## src/sv/luma_threshold_centroid_macros.svh

```systemverilog
// Assertion macros shared by the luma threshold centroid modules.
`ifndef LUMA_THRESHOLD_CENTROID_MACROS_SVH
`define LUMA_THRESHOLD_CENTROID_MACROS_SVH

// Same-cycle implication, sampled on aclk, off while in reset.
`define LTC_ASSERT_IMPL(lbl, ante, cons, msg) \
    lbl: assert property (@(posedge aclk) disable iff (!aresetn) (ante) |-> (cons)) \
        else $error(msg);

// Next-cycle implication, sampled on aclk, off while in reset.
`define LTC_ASSERT_NEXT(lbl, ante, cons, msg) \
    lbl: assert property (@(posedge aclk) disable iff (!aresetn) (ante) |=> (cons)) \
        else $error(msg);

`endif

```

## src/sv/ltc_pkg.sv

```systemverilog
// Types and constants shared by the luma threshold centroid modules.
package ltc_pkg;

    localparam int CHAN_W     = 8;
    localparam int WEIGHT_W   = 9;
    localparam int DIM_W      = 13;
    localparam int CFG_IDX_W  = 3;
    localparam int NORM_W     = 16;
    localparam int PROD_W     = CHAN_W + WEIGHT_W;
    localparam int LUMA_ACC_W = PROD_W + 2;         // sum of three products
    localparam int DIV_CNT_W  = 4;

    localparam logic [DIM_W-1:0]    FRAME_WIDTH_RST  = 13'd640;
    localparam logic [DIM_W-1:0]    FRAME_HEIGHT_RST = 13'd480;
    localparam logic [CHAN_W-1:0]   THRESHOLD_RST    = 8'd215;
    localparam logic [WEIGHT_W-1:0] WEIGHT0_RST      = 9'd77;
    localparam logic [WEIGHT_W-1:0] WEIGHT1_RST      = 9'd150;
    localparam logic [WEIGHT_W-1:0] WEIGHT2_RST      = 9'd29;

    localparam logic KIND_PIXEL    = 1'b0;
    localparam logic KIND_CENTROID = 1'b1;

    typedef enum logic [CFG_IDX_W-1:0] {
        CFG_FRAME_WIDTH   = 3'd0,
        CFG_FRAME_HEIGHT  = 3'd1,
        CFG_LUMA_THRESH   = 3'd2,
        CFG_WEIGHT_CHAN0  = 3'd3,
        CFG_WEIGHT_CHAN1  = 3'd4,
        CFG_WEIGHT_CHAN2  = 3'd5
    } cfg_idx_t;

    typedef struct packed {
        logic [CHAN_W-1:0] chan0;
        logic [CHAN_W-1:0] chan1;
        logic [CHAN_W-1:0] chan2;
    } pixel_t;

    typedef struct packed {
        logic              result_kind;
        logic              white;
        logic              found;
        logic [NORM_W-1:0] norm_x;
        logic [NORM_W-1:0] norm_y;
        logic              last;
    } result_t;

    typedef enum logic [1:0] {
        SEL_CHAN0 = 2'd0,
        SEL_CHAN1 = 2'd1,
        SEL_CHAN2 = 2'd2
    } chan_sel_t;

    typedef enum logic [1:0] {
        DIV_X_AVG  = 2'd0,
        DIV_X_NORM = 2'd1,
        DIV_Y_AVG  = 2'd2,
        DIV_Y_NORM = 2'd3
    } div_op_t;

    typedef struct packed {
        logic      capture;
        logic      mac_step;
        chan_sel_t mac_sel;
        logic      eval;
        logic      div_load;
        logic      div_step;
        logic      div_store;
        div_op_t   div_op;
        logic      cent;
    } ltc_cmd_t;

    typedef struct packed {
        logic frame_end;
        logic out_free;
    } ltc_status_t;

endpackage

```

## src/sv/ltc_ctrl.sv

```systemverilog
// Controller state machine: sequences luma MAC, pixel evaluation and frame-end divisions.
`include "luma_threshold_centroid_macros.svh"

module ltc_ctrl #(
    parameter int MAX_DIM = 4096
) (
    input  logic                aclk,
    input  logic                aresetn,
    input  logic                s_valid,
    output logic                s_ready,
    input  ltc_pkg::ltc_status_t status,
    output ltc_pkg::ltc_cmd_t    cmd
);

    localparam int CW = $clog2(MAX_DIM);
    localparam logic [ltc_pkg::DIV_CNT_W-1:0] AVG_LAST  = ltc_pkg::DIV_CNT_W'(CW - 1);
    localparam logic [ltc_pkg::DIV_CNT_W-1:0] NORM_LAST =
        ltc_pkg::DIV_CNT_W'(ltc_pkg::NORM_W - 1);

    typedef enum logic [2:0] {
        ST_IDLE,
        ST_MAC,
        ST_EVAL,
        ST_DIV_LOAD,
        ST_DIV_RUN,
        ST_DIV_STORE,
        ST_CENT
    } state_t;

    state_t                           state_reg, state_next;
    ltc_pkg::chan_sel_t               mac_sel_reg, mac_sel_next;
    ltc_pkg::div_op_t                 op_reg, op_next;
    logic [ltc_pkg::DIV_CNT_W-1:0]    step_reg, step_next;
    logic [ltc_pkg::DIV_CNT_W-1:0]    step_last;

    assign s_ready = (state_reg == ST_IDLE);

    // averages yield CW quotient bits, normalizations NORM_W bits
    assign step_last = (op_reg == ltc_pkg::DIV_X_AVG || op_reg == ltc_pkg::DIV_Y_AVG) ?
                       AVG_LAST : NORM_LAST;

    always_comb begin
        state_next   = state_reg;
        mac_sel_next = mac_sel_reg;
        op_next      = op_reg;
        step_next    = step_reg;
        cmd          = '0;
        cmd.mac_sel  = mac_sel_reg;
        cmd.div_op   = op_reg;
        case (state_reg)
            ST_IDLE: begin
                if (s_valid) begin
                    cmd.capture  = 1'b1;
                    mac_sel_next = ltc_pkg::SEL_CHAN0;
                    state_next   = ST_MAC;
                end
            end
            ST_MAC: begin
                cmd.mac_step = 1'b1;
                if (mac_sel_reg == ltc_pkg::SEL_CHAN2) begin
                    state_next = ST_EVAL;
                end else begin
                    mac_sel_next = ltc_pkg::chan_sel_t'(mac_sel_reg + 2'd1);
                end
            end
            ST_EVAL: begin
                if (status.out_free) begin
                    cmd.eval = 1'b1;
                    if (status.frame_end) begin
                        op_next    = ltc_pkg::DIV_X_AVG;
                        state_next = ST_DIV_LOAD;
                    end else begin
                        state_next = ST_IDLE;
                    end
                end
            end
            ST_DIV_LOAD: begin
                cmd.div_load = 1'b1;
                step_next    = '0;
                state_next   = ST_DIV_RUN;
            end
            ST_DIV_RUN: begin
                cmd.div_step = 1'b1;
                if (step_reg == step_last) begin
                    state_next = ST_DIV_STORE;
                end else begin
                    step_next = step_reg + 1'b1;
                end
            end
            ST_DIV_STORE: begin
                cmd.div_store = 1'b1;
                if (op_reg == ltc_pkg::DIV_Y_NORM) begin
                    state_next = ST_CENT;
                end else begin
                    op_next    = ltc_pkg::div_op_t'(op_reg + 2'd1);
                    state_next = ST_DIV_LOAD;
                end
            end
            ST_CENT: begin
                if (status.out_free) begin
                    cmd.cent   = 1'b1;
                    state_next = ST_IDLE;
                end
            end
            default: begin
                state_next = ST_IDLE;
            end
        endcase
    end

    always_ff @(posedge aclk) begin
        if (!aresetn) begin
            state_reg   <= ST_IDLE;
            mac_sel_reg <= ltc_pkg::SEL_CHAN0;
            op_reg      <= ltc_pkg::DIV_X_AVG;
            step_reg    <= '0;
        end else begin
            state_reg   <= state_next;
            mac_sel_reg <= mac_sel_next;
            op_reg      <= op_next;
            step_reg    <= step_next;
        end
    end

    `LTC_ASSERT_IMPL(a_load_out_free, cmd.eval || cmd.cent, status.out_free, "result loaded into busy output register")
    `LTC_ASSERT_IMPL(a_idle_no_work, s_ready, !(cmd.mac_step || cmd.div_step || cmd.div_load || cmd.div_store), "datapath work while taking input")
    `LTC_ASSERT_NEXT(a_capture_mac, cmd.capture, cmd.mac_step && cmd.mac_sel == ltc_pkg::SEL_CHAN0, "MAC did not start on channel zero")

endmodule

```

## src/sv/ltc_dp.sv

```systemverilog
// Datapath: config registers, luma MAC, threshold, accumulators, shared divider, output register.
`include "luma_threshold_centroid_macros.svh"

module ltc_dp #(
    parameter int MAX_DIM = 4096
) (
    input  logic                                 aclk,
    input  logic                                 aresetn,
    input  logic                                 cfg_wr_en,
    input  logic [ltc_pkg::CFG_IDX_W-1:0]        cfg_index,
    input  logic [ltc_pkg::DIM_W-1:0]            cfg_wdata,
    input  ltc_pkg::pixel_t                      s_data,
    output logic                                 m_valid,
    input  logic                                 m_ready,
    output ltc_pkg::result_t                     m_data,
    input  ltc_pkg::ltc_cmd_t                    cmd,
    output ltc_pkg::ltc_status_t                 status
);

    localparam int CW = $clog2(MAX_DIM);           // column / row / average width
    localparam int NW = 2 * CW + 1;                // white count and remainder width
    localparam int AW = 3 * CW;                    // coordinate sum width
    localparam int QW = (CW > ltc_pkg::NORM_W) ? CW : ltc_pkg::NORM_W;

    // config
    logic [ltc_pkg::DIM_W-1:0]    width_reg, height_reg;
    logic [ltc_pkg::CHAN_W-1:0]   thresh_reg;
    logic [ltc_pkg::WEIGHT_W-1:0] w0_reg, w1_reg, w2_reg;

    always_ff @(posedge aclk) begin
        if (!aresetn) begin
            width_reg  <= ltc_pkg::FRAME_WIDTH_RST;
            height_reg <= ltc_pkg::FRAME_HEIGHT_RST;
            thresh_reg <= ltc_pkg::THRESHOLD_RST;
            w0_reg     <= ltc_pkg::WEIGHT0_RST;
            w1_reg     <= ltc_pkg::WEIGHT1_RST;
            w2_reg     <= ltc_pkg::WEIGHT2_RST;
        end else if (cfg_wr_en) begin
            case (cfg_index)
                ltc_pkg::CFG_FRAME_WIDTH:  width_reg  <= cfg_wdata;
                ltc_pkg::CFG_FRAME_HEIGHT: height_reg <= cfg_wdata;
                ltc_pkg::CFG_LUMA_THRESH:  thresh_reg <= cfg_wdata[ltc_pkg::CHAN_W-1:0];
                ltc_pkg::CFG_WEIGHT_CHAN0: w0_reg     <= cfg_wdata[ltc_pkg::WEIGHT_W-1:0];
                ltc_pkg::CFG_WEIGHT_CHAN1: w1_reg     <= cfg_wdata[ltc_pkg::WEIGHT_W-1:0];
                ltc_pkg::CFG_WEIGHT_CHAN2: w2_reg     <= cfg_wdata[ltc_pkg::WEIGHT_W-1:0];
                default: ;
            endcase
        end
    end

    // effective frame size: zero reads as one, capped at MAX_DIM
    logic [ltc_pkg::DIM_W-1:0] eff_w, eff_h;

    always_comb begin
        if (width_reg == '0) begin
            eff_w = ltc_pkg::DIM_W'(1);
        end else if (32'(width_reg) > 32'(MAX_DIM)) begin
            eff_w = ltc_pkg::DIM_W'(MAX_DIM);
        end else begin
            eff_w = width_reg;
        end
        if (height_reg == '0) begin
            eff_h = ltc_pkg::DIM_W'(1);
        end else if (32'(height_reg) > 32'(MAX_DIM)) begin
            eff_h = ltc_pkg::DIM_W'(MAX_DIM);
        end else begin
            eff_h = height_reg;
        end
    end

    // luma MAC, one channel per cycle
    ltc_pkg::pixel_t                pix_reg;
    logic [ltc_pkg::LUMA_ACC_W-1:0] luma_acc_reg;
    logic [ltc_pkg::WEIGHT_W-1:0]   mul_w;
    logic [ltc_pkg::CHAN_W-1:0]     mul_c;
    logic [ltc_pkg::PROD_W-1:0]     prod;

    always_comb begin
        case (cmd.mac_sel)
            ltc_pkg::SEL_CHAN0: begin
                mul_w = w0_reg;
                mul_c = pix_reg.chan0;
            end
            ltc_pkg::SEL_CHAN1: begin
                mul_w = w1_reg;
                mul_c = pix_reg.chan1;
            end
            ltc_pkg::SEL_CHAN2: begin
                mul_w = w2_reg;
                mul_c = pix_reg.chan2;
            end
            default: begin
                mul_w = '0;
                mul_c = '0;
            end
        endcase
    end

    assign prod = ltc_pkg::PROD_W'(mul_w) * ltc_pkg::PROD_W'(mul_c);

    always_ff @(posedge aclk) begin
        if (cmd.capture) begin
            pix_reg      <= s_data;
            luma_acc_reg <= '0;
        end else if (cmd.mac_step) begin
            luma_acc_reg <= luma_acc_reg + ltc_pkg::LUMA_ACC_W'(prod);
        end
    end

    // threshold and raster position
    logic [ltc_pkg::LUMA_ACC_W-9:0] luma_full;
    logic [ltc_pkg::CHAN_W-1:0]     luma;
    logic                           is_white;
    logic [CW-1:0]                  col_reg, row_reg;
    logic [CW:0]                    col_inc, row_inc;
    logic                           col_end, row_end;
    logic [AW-1:0]                  xacc_reg, yacc_reg;
    logic [NW-1:0]                  wcnt_reg;

    assign luma_full = luma_acc_reg[ltc_pkg::LUMA_ACC_W-1:8];
    assign luma      = (luma_full > (ltc_pkg::LUMA_ACC_W-8)'(255)) ? 8'hFF :
                       luma_full[ltc_pkg::CHAN_W-1:0];
    assign is_white  = (luma >= thresh_reg);

    assign col_inc = {1'b0, col_reg} + (CW+1)'(1);
    assign row_inc = {1'b0, row_reg} + (CW+1)'(1);
    assign col_end = (32'(col_inc) >= 32'(eff_w));
    assign row_end = (32'(row_inc) >= 32'(eff_h));

    assign status.frame_end = col_end && row_end;

    always_ff @(posedge aclk) begin
        if (!aresetn) begin
            col_reg  <= '0;
            row_reg  <= '0;
            xacc_reg <= '0;
            yacc_reg <= '0;
            wcnt_reg <= '0;
        end else if (cmd.eval) begin
            if (is_white) begin
                xacc_reg <= xacc_reg + AW'(col_reg);
                yacc_reg <= yacc_reg + AW'(row_reg);
                wcnt_reg <= wcnt_reg + NW'(1);
            end
            if (col_end) begin
                col_reg <= '0;
                row_reg <= row_end ? '0 : row_inc[CW-1:0];
            end else begin
                col_reg <= col_inc[CW-1:0];
            end
        end else if (cmd.cent) begin
            xacc_reg <= '0;
            yacc_reg <= '0;
            wcnt_reg <= '0;
        end
    end

    // shared restoring divider, one quotient bit per cycle
    logic [NW-1:0]     rem_reg;
    logic [QW-1:0]     quo_reg;
    logic [NW-1:0]     divisor;
    logic [NW:0]       div_tmp;
    logic [NW:0]       div_diff;
    logic              div_ge;
    logic [CW-1:0]     cx_reg, cy_reg;
    logic [ltc_pkg::NORM_W-1:0] nx_reg, ny_reg;

    always_comb begin
        case (cmd.div_op)
            ltc_pkg::DIV_X_NORM: divisor = NW'(eff_w);
            ltc_pkg::DIV_Y_NORM: divisor = NW'(eff_h);
            default:             divisor = wcnt_reg;
        endcase
    end

    assign div_tmp  = {rem_reg, quo_reg[QW-1]};
    assign div_diff = div_tmp - {1'b0, divisor};
    assign div_ge   = (div_tmp >= {1'b0, divisor});

    always_ff @(posedge aclk) begin
        if (cmd.div_load) begin
            case (cmd.div_op)
                ltc_pkg::DIV_X_AVG: begin
                    rem_reg <= NW'(xacc_reg[AW-1:CW]);
                    quo_reg <= QW'(xacc_reg[CW-1:0]) << (QW - CW);
                end
                ltc_pkg::DIV_Y_AVG: begin
                    rem_reg <= NW'(yacc_reg[AW-1:CW]);
                    quo_reg <= QW'(yacc_reg[CW-1:0]) << (QW - CW);
                end
                ltc_pkg::DIV_X_NORM: begin
                    rem_reg <= NW'(cx_reg);
                    quo_reg <= '0;
                end
                default: begin
                    rem_reg <= NW'(cy_reg);
                    quo_reg <= '0;
                end
            endcase
        end else if (cmd.div_step) begin
            rem_reg <= div_ge ? div_diff[NW-1:0] : div_tmp[NW-1:0];
            quo_reg <= {quo_reg[QW-2:0], div_ge};
        end
    end

    always_ff @(posedge aclk) begin
        if (cmd.div_store) begin
            case (cmd.div_op)
                ltc_pkg::DIV_X_AVG: cx_reg <= quo_reg[CW-1:0];
                ltc_pkg::DIV_Y_AVG: cy_reg <= quo_reg[CW-1:0];
                ltc_pkg::DIV_X_NORM: begin
                    nx_reg <= (32'(cx_reg) >= 32'(eff_w)) ? '1 :
                              quo_reg[ltc_pkg::NORM_W-1:0];
                end
                default: begin
                    ny_reg <= (32'(cy_reg) >= 32'(eff_h)) ? '1 :
                              quo_reg[ltc_pkg::NORM_W-1:0];
                end
            endcase
        end
    end

    // output register
    ltc_pkg::result_t out_reg;
    logic             m_valid_reg;
    logic             found;

    assign found = (wcnt_reg != '0);

    always_ff @(posedge aclk) begin
        if (cmd.eval) begin
            out_reg.result_kind <= ltc_pkg::KIND_PIXEL;
            out_reg.white       <= is_white;
            out_reg.found       <= 1'b0;
            out_reg.norm_x      <= '0;
            out_reg.norm_y      <= '0;
            out_reg.last        <= !status.frame_end;
        end else if (cmd.cent) begin
            out_reg.result_kind <= ltc_pkg::KIND_CENTROID;
            out_reg.white       <= 1'b0;
            out_reg.found       <= found;
            out_reg.norm_x      <= found ? nx_reg : '0;
            out_reg.norm_y      <= found ? ny_reg : '0;
            out_reg.last        <= 1'b1;
        end
    end

    always_ff @(posedge aclk) begin
        if (!aresetn) begin
            m_valid_reg <= 1'b0;
        end else if (cmd.eval || cmd.cent) begin
            m_valid_reg <= 1'b1;
        end else if (m_ready) begin
            m_valid_reg <= 1'b0;
        end
    end

    assign m_valid         = m_valid_reg;
    assign m_data          = out_reg;
    assign status.out_free = !m_valid_reg || m_ready;

    `LTC_ASSERT_IMPL(a_col_range, 1'b1, 32'(col_reg) < 32'(MAX_DIM), "column counter past MAX_DIM")
    `LTC_ASSERT_NEXT(a_cent_clears, cmd.cent, wcnt_reg == '0 && xacc_reg == '0 && yacc_reg == '0, "accumulators not cleared after centroid")
    `LTC_ASSERT_NEXT(a_out_hold, m_valid && !m_ready, m_valid && $stable(m_data), "result beat changed while waiting")

endmodule

```

## src/sv/luma_threshold_centroid.sv

```systemverilog
// Top level of the luma threshold centroid block: controller plus datapath.
//
//  channel  | handshake              | beat payload
//  ---------+------------------------+----------------------------------------------
//  s_       | s_valid / s_ready      | pixel_t  : chan0, chan1, chan2
//  m_       | m_valid / m_ready      | result_t : result_kind, white, found,
//           |                        |            norm_x, norm_y, last
//  cfg_     | cfg_wr_en (no stall)   | cfg_index selects register, cfg_wdata value
//
// Sequence: a pixel is accepted, takes three MAC steps on the single 9x8 multiplier
//   and is evaluated once the output register is free. A frame-end pixel adds four
//   bit-serial divisions in the shared divider (CW = clog2(MAX_DIM)).
// Reset: aresetn is synchronous, active low; config returns to 640x480, threshold
//   215, weights 77/150/29; counters and accumulators clear. No clearing pass.
// Stalls: the output register holds one result beat; a new pixel is taken while it
//   waits, and the block only stalls before loading the next result.
//
// Luma = (w0*c0 + w1*c1 + w2*c2) >> 8 saturated at 255; white when luma >= threshold.
// Every pixel gives a pixel beat; the frame's last pixel also gives a centroid beat
// (norm = floor(floor(sum/count) * 65536 / dim), Q0.16, saturated), and the
// accumulators then clear. With no white pixel, found and both norms are zero.

module luma_threshold_centroid #(
    parameter int MAX_DIM = 4096
) (
    input  logic                          aclk,
    input  logic                          aresetn,

    input  logic                          s_valid,
    output logic                          s_ready,
    input  ltc_pkg::pixel_t               s_data,

    output logic                          m_valid,
    input  logic                          m_ready,
    output ltc_pkg::result_t              m_data,

    input  logic                          cfg_wr_en,
    input  logic [ltc_pkg::CFG_IDX_W-1:0] cfg_index,
    input  logic [ltc_pkg::DIM_W-1:0]     cfg_wdata
);

    ltc_pkg::ltc_cmd_t    cmd;
    ltc_pkg::ltc_status_t status;

    // sequencing: IDLE -> MAC x3 -> EVAL, then on frame end four divisions -> CENT
    ltc_ctrl #(
        .MAX_DIM (MAX_DIM)
    ) u_ctrl (
        .aclk    (aclk),
        .aresetn (aresetn),
        .s_valid (s_valid),
        .s_ready (s_ready),
        .status  (status),
        .cmd     (cmd)
    );

    // arithmetic, state and the output register
    ltc_dp #(
        .MAX_DIM (MAX_DIM)
    ) u_dp (
        .aclk      (aclk),
        .aresetn   (aresetn),
        .cfg_wr_en (cfg_wr_en),
        .cfg_index (cfg_index),
        .cfg_wdata (cfg_wdata),
        .s_data    (s_data),
        .m_valid   (m_valid),
        .m_ready   (m_ready),
        .m_data    (m_data),
        .cmd       (cmd),
        .status    (status)
    );

endmodule
```

## config.mk

```make
export PLATFORM = sky130hd
export DESIGN_NAME = luma_threshold_centroid
export DESIGN_NICKNAME = d
export VERILOG_FILES = /design/src/sv/ltc_pkg.sv /design/src/sv/ltc_ctrl.sv /design/src/sv/ltc_dp.sv /design/src/sv/luma_threshold_centroid.sv
export VERILOG_INCLUDE_DIRS = /design/src /design/src/sv
export SDC_FILE = /design/constraint.sdc
export NUM_CORES = 1
export LEC_CHECK = 0
export BUFFER_PORTS_ARGS = -buffer_cell sky130_fd_sc_hd__buf_2
export CAP_MARGIN = 25
export CORE_UTILIZATION = 45
export CTS_CLUSTER_SIZE = 40
export DETAILED_ROUTE_END_ITERATION = 8
export GPL_TIMING_DRIVEN = 1
export PLACE_DENSITY = 0.6
export SYNTH_ARGS = -nofsm -noshare
export SYNTH_HDL_FRONTEND = slang
export SYNTH_SLANG_ARGS = --single-unit
```

## constraint.sdc

```tcl
create_clock -name aclk -period 10 [get_ports aclk]
set_clock_uncertainty 0.05 [all_clocks]
set_input_delay 1 -clock aclk [delete_from_list [all_inputs] [get_ports aclk]]
set_output_delay 1 -clock aclk [all_outputs]
set_load 0.01 [all_outputs]
```

# Word level (Yosys, flattened, before mapping)
# Index checks and enable logic that the tools add are counted.
# word_totals
mem_bits_ro,0
n_memories,0
input_bits,45
latchBits,0
register_bits,370
out_inout_bits,38
ramBits,0
elab_cells,174
# classes
eq_ne,27
shifts,0
n_mul,1
div_mod_pow,0
reduce_logical,36
mux,58
n_bitwise,1
addsub,10
magnitude_cmp,9
# ops
cell,n
two-way mux 36 bit,5
two-way mux 25 bit,6
adder 36 x 12 -> 36 bit,2
case mux 24 bit (3 select lines),1
two-way mux 35 bit,2
two-way mux 16 bit,4
two-way mux 13 bit,4
case mux 25 bit (2 select lines),1
case mux 16 bit (2 select lines),1
case mux 9 bit (3 select lines),1
adder 12 x 1 -> 13 bit (second input constant),2
greater-or-equal comparator 12 x 13 -> 1 bit,2
greater-or-equal comparator 13 bit,2
greater-or-equal comparator 26 x 25 -> 1 bit,1
greater-than comparator 13 bit (second input constant),2
logical NOT 13 bit,2
AND reduction 2 bit,13
adder 25 x 1 -> 25 bit (second input constant),1
nonzero test 25 bit,1
subtractor 25 bit,1
two-way mux 12 bit,2
case mux 8 bit (3 select lines),1
two-way mux 3 bit,7
case mux 3 bit (7 select lines),1
31 further kinds,77

# Depth between registers and ports, before layout
# depth
ltp_word,8
mapped_depth,25
ltp_nobuf,23

# By module
# A second synthesis with hierarchy kept.
# unflattened
cells_unflattened,2553
area_unflattened_um2,23147.2
# by_module_without_submodules
mod,cells_each,area_per_inst_um2,n_inst,seq_area_each_um2
ltc_dp,2460,22414.0,1,8418.1
ltc_ctrl,93,733.2,1,220.2

# Worst setup path after synthesis
# Ideal clock, no wire load.
# synth_timing
kind,flip-flop to flip-flop
from,reg u_ctrl.mac_sel_reg[1]
to,reg u_dp.luma_acc_reg[18] in the netlist's numbering
required_ps,9892
period_less_slack_ps,5992
path_stages_with_launch,25
path_slack_ps,4008
arrival_time_ps,5884
setup_ps,58
n_path_buf,2
path_cell_list,dfxtp_1 > inv_1 > ha_1 > clkbuf_1 > clkbuf_1 > a222oi_1 > or2_2 > nor2_1 > fa_1 > inv_1 > fa_1 > inv_1 > fa_1 > inv_1 > fa_1 > inv_1 > ha_1 > o21a_1 > o21a_1 > a2111o_1 > a31oi_1 > o21ai_0 > xor2_1 > a211o_1 > nand2_1
# synth_via
elab_chain_len,4
word_cells_on_any_way,7
classes_between,add/sub (1); mul (1); eq/ne (2); mux (2); reduce/logical (1)
# synth_lines
element,line_no,text
"start, declared",ltc_ctrl.sv:31,"ltc_pkg::chan_sel_t mac_sel_reg, mac_sel_next;"
"start signal, assigned",ltc_ctrl.sv:114,mac_sel_reg <= ltc_pkg::SEL_CHAN0;
"start signal, assigned",ltc_ctrl.sv:119,mac_sel_reg <= mac_sel_next;
== test 2 bit (tied with other cells),ltc_dp.sv:79,case (cmd.mac_sel)
case mux 9 bit (3 select lines) / case mux 8 bit (3 select lines) (equally long branches),ltc_dp.sv:79,
multiplier 9 x 8 -> 17 bit (*),ltc_dp.sv:99,assign prod = ltc_pkg::PROD_W'(mul_w) * ltc_pkg::PROD_W'(mul_c);
adder 19 x 17 -> 19 bit (*),ltc_dp.sv:106,luma_acc_reg <= luma_acc_reg + ltc_pkg::LUMA_ACC_W'(prod);
"end signal, assigned",ltc_dp.sv:106,
"end, declared",ltc_dp.sv:73,logic [ltc_pkg::LUMA_ACC_W-1:0] luma_acc_reg;
# Mark *: on every way between the ends. The rest lies on a longest branch, timed or not.
# A chain may end at the register's enable or synchronous reset.

# Worst setup path after layout
# layout_timing
from,reg u_ctrl.mac_sel_reg[0]
to,reg u_dp.luma_acc_reg[18] in the netlist's numbering
# The elaborated chain is that of the path after synthesis.

==> out/results.tsv <==
metric	value	unit
status	completed	
avgRoutedWirePerCell	19.84	um
clock-root-buffer	clkbuf_16	
relSlewSlack	0.2127	
hp-class	register to register	
gp_congestion	0.9189	
power.leakage	10.13	nW
whs	396.8	ps
worstSetupEndpointType	register	
hpwl	47480	um
grt_pass1_vias	18083	
placed_cells	3189	
async_reset_ff_frac	0	
ant_nets	0	
fin_ws	3399	ps
critPathBufInv	5	
drt_iter0_drc	2070	
yosys-mux-area-fraction	0.01095	
synth_fa_ha_area_frac	0.1406	
viasPerCell	5.910	
die_x	227.9	um
port_buffers	82	
crit_top_cell	inv_1	
critPathKind	register to register	
ctsHoldBuffers	0	
critPathSlowestCell	a222oi_1	
clock_latency	590	ps
synth_fp_nets	2812	
fmax	151.5	MHz
ys.flop_type	dfxtp_1	
synth_cells	2545	
fin_setup_tns	0	ps
drc	0	
cts_sinks	370	
synthSimpleGateAreaFrac	0.1995	
yosysUniqueCellTypes	91	
hold_viol	0	
cts_max_level	2	
die_height	227.9	um
nets	2829	
synthesis.area	22960	um2
drv_slew	0	
grt-ovfl-total	0	
num_io_pins	83	
clk_path_buf_depth	3	
post_cts_resize_count	0	
period_needed	6601	ps
layout-drive-gt1-share	0.08629	
fp-row-count	82	
worst_ep_arrival_time	7080	ps
die_area	51930	um2
syn_avg_cell_area	9.021	um2
cp_max_fo	21	
grt_usage	0.2439	
maxCapViolations	0	
cts_setup_buffers	0	
worstPathCellList	inv_1 > ha_1 > a222oi_1 > or2_2 > nor2_1 > fa_1 > inv_1 > fa_1 > inv_1 > fa_1 > inv_1 > fa_1 > inv_1 > ha_1 > o21a_1 > o21a_1 > a2111o_1 > a31oi_1 > o21ai_0 > xor2_1 > a211o_1 > nand2_1	
fin_cells	3269	
worst_ep_required_time	10480	ps
p_per_area	215.4	nW/um2
syn2layout_area_growth	9.891	%
critPathTopFamily	adder cells	
num_vias	19319	
synth_edf_count	123	
cp.depth	22	
period_share	0.6601	
tritoncts	built	
ys_seq_elements	370	
core_area	50270	um2
synth_warnings	0	
synth-xor-area-share	0.03471	
cts_buffers	42	
holdPathStages	2	
r2r_cells	22	
worst_slew_pin_slew	1181	ps
clk_pin_slew	60	ps
wl	64860	um
synth_top_family_by_area	simple AND/OR/NAND/NOR gates	
first_pass_iters	9	
grt_start_max_net_pins	94	
synth-seq-area-share	0.3762	
cp-start-kind	register	
start_util	0.4567	
rsz0062_at_grt	false	
vdd_drop_max	0.3631	mV
cpPeakStageDelay	800	ps
place_ws	3457	ps
antenna_found_initial	1	
grt_pass1_wl	101300	um
synth_compound_area_frac	0.1867	
setup_viol	0	
[synth_stat cells (15+ instances only)]
cell type	number	area share
nand3b_1	22	0.0072
and3_1	37	0.010
nor2b_1	15	0.0041
inv_1	164	0.027
xnor2_1	43	0.016
clkbuf_1	108	0.018
nand3_1	99	0.022
a21oi_1	120	0.026
and2_1	18	0.0049
or4_1	37	0.012
nand2_1	317	0.052
a21boi_0	66	0.022
nor3_1	47	0.010
a21o_1	36	0.012
nand4_1	37	0.010
o21a_1	34	0.011
o31ai_1	37	0.012
mux2i_1	24	0.010
edfxtp_1	123	0.16
a31oi_1	24	0.0065
or3_1	35	0.0095
nor2_1	181	0.030
dfxtp_1	247	0.22
fa_1	60	0.052
ha_1	162	0.088
a22oi_1	16	0.0052
xor2_1	48	0.018
a222oi_1	35	0.015
a22o_1	34	0.013
nand2b_1	33	0.0090
o21ai_0	75	0.016
[final cells by class]
class,instances,area (um2)
Multi-Input combinational cell,1874,13160
Clock inverter,19,148.9
Clock buffer,59,1185
Fill cell,4772,25040
Sequential cell,370,8638
Inverter,164,615.6
Antenna cell,1,2.502
Tap cell,672,840.8
Timing Repair Buffer,110,639.4
[worst paths after layout]
kind,from,to,slack [ps]
min,u_dp.m_data[35]$_SDFFE_PP0P_,u_dp.m_data[35]$_SDFFE_PP0P_,400
min reg2reg,u_dp.m_data[35]$_SDFFE_PP0P_,u_dp.m_data[35]$_SDFFE_PP0P_,400
max reg2reg,u_ctrl.mac_sel_reg[0]$_SDFFE_PN0P_,u_dp.luma_acc_reg[18]$_SDFFE_PP0P_,3400
max,u_ctrl.mac_sel_reg[0]$_SDFFE_PN0P_,u_dp.luma_acc_reg[18]$_SDFFE_PP0P_,3400
[cells by family after synthesis]
family	Yosys count
AND/OR/NAND/NOR	934
AO/OA/AOI/OAI	602
flip-flops	370
buffers and inverters	301
adder cells (fa/ha/maj)	222
XOR/XNOR	91
multiplexers	25
[through the flow]
stage | utilization | area [um2] | power [mW]
floorplan | - | 22960 | 3.477
global placement | 0.4745 | 23860 | 3.917
detailed placement | 0.4751 | 23890 | 3.950
CTS | 0.5017 | 25220 | 5.487
global route | 0.5018 | 25230 | 5.851
finish | 0.5019 | 25230 | 5.434
[tightest hold or removal path, stage by stage (launching register included)]
cell and delay, ps:
dfxtp_1 310, nand2_1 50, nand2_1 40
[per-layer routing]
layer / global-route usage / vias to the layer above / routed length, um
met1: 0.3424 / 9326 / 29560
met5: 0 / - / 0
li1: - / 9251 / -
met2: 0.3882 / 643 / 29290
met3: 0.03738 / 99 / 4444
met4: 0.06942 / 0 / 1571
[report_power, final]
part	leakage (nW)	total, mW	internal, mW	switching [mW]
combinational	6.36	2.28	0.977	1.30
clock	0.661	1.51	0.840	0.674
sequential	3.11	1.65	1.61	0.0372
total	10.1	5.43	3.42	2.01
[cells in the final DEF, fill, tap and decap left out, types with 14 or more instances in the layout]
cell type | Yosys | routed
a21boi_0 | 66 | 66
a21o_1 | 36 | 36
a21oi_1 | 120 | 120
a222oi_1 | 35 | 35
a22o_1 | 34 | 34
a22oi_1 | 16 | 16
a31oi_1 | 24 | 23
and2_1 | 18 | 16
and3_1 | 37 | 37
buf_2 | 12 | 81
buf_4 | 3 | 27
clkbuf_16 | 0 | 42
dfxtp_1 | 247 | 247
edfxtp_1 | 123 | 123
fa_1 | 60 | 60
ha_1 | 162 | 162
inv_1 | 164 | 164
mux2i_1 | 24 | 24
nand2_1 | 317 | 315
nand2b_1 | 33 | 33
nand3_1 | 99 | 99
nand3b_1 | 22 | 22
nand4_1 | 37 | 37
nor2_1 | 181 | 180
nor2b_1 | 15 | 15
nor3_1 | 47 | 47
nor4_1 | 14 | 14
o21a_1 | 34 | 34
o21ai_0 | 75 | 75
o31ai_1 | 37 | 37
or3_1 | 35 | 35
or4_1 | 37 | 37
xnor2_1 | 43 | 43
xor2_1 | 48 | 48
(Power assumes the default switching activity.)
